<file path="src/hdl/ffha_ram.sv">
// Simple dual-port RAM: one write port, one read port with registered data.
module ffha_ram #(
	parameter int unsigned WIDTH = 8,
	parameter int unsigned DEPTH = 16
) (
	input  logic                     clk,
	input  logic                     we,
	input  logic [$clog2(DEPTH)-1:0] waddr,
	input  logic [WIDTH-1:0]         wdata,
	input  logic                     re,
	input  logic [$clog2(DEPTH)-1:0] raddr,
	output logic [WIDTH-1:0]         rdata
);

	logic [WIDTH-1:0] mem [DEPTH];

	// Write port.
	always_ff @(posedge clk) begin
		if (we) begin
			mem[waddr] <= wdata;
		end
	end

	// Registered read port.
	always_ff @(posedge clk) begin
		if (re) begin
			rdata <= mem[raddr];
		end
	end

endmodule

</file>
<file path="config.mk">
export PLATFORM = sky130hd
export DESIGN_NAME = ffha_ram
export DESIGN_NICKNAME = d
export VERILOG_FILES = /design/src/hdl/ffha_ram.sv
export SDC_FILE = /design/constraint.sdc
export NUM_CORES = 1
export LEC_CHECK = 0
export BUFFER_PORTS_ARGS = -buffer_cell sky130_fd_sc_hd__buf_2
export CAP_MARGIN = 30
export CORE_MARGIN = 2
export CORE_UTILIZATION = 60
export CTS_CLUSTER_DIAMETER = 120
export CTS_CLUSTER_SIZE = 25
export DETAILED_ROUTE_END_ITERATION = 8
export MAX_ROUTING_LAYER = met4
export PLACE_DENSITY = 0.79
export SLEW_MARGIN = 20
export SYNTH_ARGS = -nofsm -noshare
export SYNTH_HDL_FRONTEND = slang
export SYNTH_SLANG_ARGS = --single-unit
</file>
<file path="constraint.sdc">
create_clock -name clk -period 2.4 [get_ports clk]
set_input_delay 0.36 -clock clk [delete_from_list [all_inputs] [get_ports clk]]
set_output_delay 0.36 -clock clk [all_outputs]
set_load 0.02 [all_outputs]
</file>
-- Word level (Yosys, flattened, before mapping)
Memory sizes are Yosys's and may differ from the RTL's. A register that Yosys moved wholly into a read port is not among the register bits.
Cells that the tools add are included.
- muxes and demuxes: 2
- operators with widths (cell ; count):
    2-to-1 mux 1 bit ; 2
- flip-flop bits (word level): 0
- bits in writable memories: 128
- input bits: 19
- output and inout port bits: 8
- logic and storage cells: 3
- memories: 1
- memory list (name ; words ; width ; rd ports ; clocked after Yosys merged registers in ; wr ports ; RTL line ; RTL):
    mem ; 16 ; 8 ; 1 ; 1 ; 1 ; 15 ; logic [WIDTH-1:0] mem [DEPTH];

-- Longest topological paths before layout
- word-level depth: 2
- gate-level depth with buffers: 5
- depth with buffers taken out: 3

-- Worst setup path after synthesis
Ideal clock, no wire load.
- kind: input to register
- start point: input port waddr[2]
- end point: memory mem[0][0] (enable)
- setup time: 383 ps
- data arrival time: 1470 ps
- data required time: 2017 ps
- slack: 547 ps
- stages: 2
- path buffers: 0
- path through: or3b_2 -> nor3_1
- RTL lines (what ; RTL line ; RTL):
    start: declaration ; 8 ; input logic [$clog2(DEPTH)-1:0] waddr,
    end: declaration ; 15 ;
Straight into the memory's write port.

==> results by group <==
GRT
  – Gr ovfl total: 0
  – Antenna violations before repair: 0
  – Vias in the first global route: 2669
  – First-pass GRT wire length: 15.9 mm
  – Largest net degree at the start of global routing: 33
  – GRT Resource Usage Total: 24.8%

STA
  – Slew headroom: 48.9%
  – Final WS setup: 0.883 ns
  – Post-layout min period: 1.52 ns
  – Clock Skew: 0.00838 ns
  – Setup TNS: 0 ns
  – Unrepaired setup endpoints after global routing: no
  – Minimum hold slack: 0.215 ns
  – Final setup viols: 0
  – Period utilization: 63.2%
  – Worst Tran Pin Value: 0.765 ns
  – Fmax: 0.659 GHz
  – Hold Vio Cnt, Final: 0
  – Pins Over Slew Limit: 0

Routing
  – DR vias: 2588
  – Drt wl/cell: 26.0 µm
  – Final WL: 10.6 mm
  – ANT nets after route: 0
  – Initial DRC count: 332
  – DRC: 0
  – DRT Pass-1 Iters: 5
  – Via/cell ratio: 6.37

Placement
  – Placed instance count: 375
  – Global placement routability congestion: 0.866
  – I/O Buffers: 26
  – Area post-placement: 5580 µm²
  – HPWL after DPL: 6.31 mm
  – Worst slack, placed: 0.445 ns

Setup path
  – Worst EP required: 2.65 ns
  – Worst r2r path cells: 3
  – Crit path cell chain: mux4_1, a22oi_1, nand2_1
  – Peak per-stage delay on the critical path: 0.53 ns
  – Worst-path maximum fanout: 1
  – Critical path capture point type: register
  – Worst path arrival time: 1.77 ns
  – Register-to-Register Setup Slack: 0.88 ns
  – Critical path origin: mem[1][3]$_DFFE_PP_
  – Critical Path End: rdata[3]$_DFFE_PP_
  – Critical path class: reg2reg
  – Reg2reg start: mem[1][3]$_DFFE_PP_
  – Critical Path Slowest Stage Cell: mux4_1
  – Worst r2r dst: rdata[3]$_DFFE_PP_
  – Startpoint type of the worst setup path: register

Power
  – Clock share of power: 48.7%
  – Cell Int Power: 4.66 mW
  – Total design power: 5.76 mW
  – IR drop worst, VDD: 0.517 mV
  – Pleak: 2.14 nW
  – Power Density: 924 nW/µm²
  – Reg power frac: 46.7%
  – Sw power: 1.10 mW
  – Switching part of the total: 19.0%
  – Gate power share: 4.5%

Clock tree
  – CTS Hold Bufs: 0
  – Clk root buf: clkbuf_8
  – Total CTS buffers: 17
  – Max Root-Sink Buffers: 2
  – Post-CTS setup buffer count: 0
  – Clock Sink Count: 136
  – CTS clock-pin slew for the worst setup and hold paths: 0.06 ns
  – H-tree levels: 4
  – Clk_lat worst skew: 0.52 ns
  – Post-CTS Resized: 0
  – CTS tree: built

Run status
  – Outcome: completed

Yosys
  – Dominant cell type by area after synthesis: edfxtp_1
  – Post-synth top area share: 78.1%
  – Syn Nets: 248
  – Top cells by area, synth: edfxtp_1, mux4_2, mux4_1
  – Register area share after synthesis: 78.1%
  – #FFs+latches synth: 136
  – Synth Warn #: 0
  – Synth Area per Inst: 22.8 µm²
  – Post-Syn Instances: 229
  – Netlist cell types: 18
  – Syn Std Cell Area: 5230 µm²

Cells and area
  – Most frequent cells in the layout: edfxtp_1, buf_2, buf_4
  – Design area: 6230 µm²
  – Area delta synth->final: 19.1%
  – Fill count: 485
  – ANT cells: 0
  – Final nets: 305
  – Most common cell after layout, fill and taps aside: edfxtp_1
  – Layout cells sized above 1: 32.6%
  – Non-filler cells, final: 406
  – Final core occ: 72.5%

Worst hold path
  – Hold depth: 1
  – Tightest Hold Check Type: in2reg

Floorplanning
  – Die X: 97.3 µm
  – Core box area: 8590 µm²
  – Die H: 97.3 µm
  – I/O pins: 27
  – Row count: 34
  – Die ar.: 9480 µm²
  – Starting density of the core: 60.8%

Flow run
  – Max Cap Violations: 0
## synthesized netlist by cell type (all sizes together)
| cell type | n |
|---|---|
| edfxtp | 136 |
| or3b | 1 |
| clkdlybuf4s25 | 3 |
| and2b | 1 |
| nand2b | 2 |
| nor3 | 4 |
| nand3 | 1 |
| and2 | 1 |
| nand2 | 9 |
| mux4 | 32 |
| a22oi | 16 |
| buf | 7 |
| nor2b | 1 |
| nor2 | 13 |
| nand3b | 2 |
## worst max-delay path: cells and delay by family (launching register included)
family / cells / cell delay, ns
muxes: 1 / 0.53
DFF: 1 / 0.36
AOI/OAI and AO/OA: 1 / 0.24
and+or+nand+nor: 1 / 0.12
## metal layers
metal  vias to the layer above  part of all wire [%]  global-route usage (%)
li1                       1096                     -                       -
met1                      1344                    42                    33.5
met2                       124                    49                    36.3
met3                        24                   7.3                    8.13
met4                         0                   2.5                    9.29
met5                         -                     0                       -
## kinds of logic (layout without fill, tap and decap cells)
| kind of cell | Yosys count | count (layout) | share of synthesized area, % |
|---|---|---|---|
| AND/OR/NAND/NOR | 35 | 35 | 3.14 |
| multiplexers | 32 | 32 | 14.8 |
| buffers and inverters | 10 | 79 | 1.65 |
| flip-flops | 136 | 136 | 78.1 |
| AO/OA/AOI/OAI | 16 | 16 | 2.30 |
## how the worst min path moves through the flow
stage | from | slack [ns] | end
2_1_floorplan | wdata[0] | 0.46 | mem[0][0]$_DFFE_PP_
3_3_place_gp | mem[14][6]$_DFFE_PP_ | 0.73 | rdata[6]$_DFFE_PP_
3_5_place_dp | mem[12][0]$_DFFE_PP_ | 0.74 | rdata[0]$_DFFE_PP_
4_1_cts | wdata[0] | 0.20 | mem[4][0]$_DFFE_PP_
5_1_grt | re | 0.20 | rdata[5]$_DFFE_PP_
6_report | wdata[0] | 0.21 | mem[4][0]$_DFFE_PP_
## registers in the layout, indices dropped and copies added, names as in the netlist
signal / count
rdata: 8
mem: 128
## area by class of cell
cell class | count | area [µm²] | share of cell area (%)
timing repair buffer | 48 | 308 | 4.94
sequential | 136 | 4080 | 65.6
tap | 108 | 135 | 2.17
clock buffer | 17 | 414 | 6.65
multi-input combinational | 83 | 1060 | 17.0
clock inverter | 14 | 230 | 3.70
## power groups by stage
stage                     logic [mW]  clock network, mW  registers (mW)
after global routing           0.278               2.92            2.69
after CTS                      0.261               2.82            2.69
after global placement         0.248                  0            2.74
after detailed placement       0.255                  0            2.74
final                          0.259               2.81            2.69
after floorplan                0.135                  0            2.75
No activity file was read; power rests on OpenSTA's default activity.
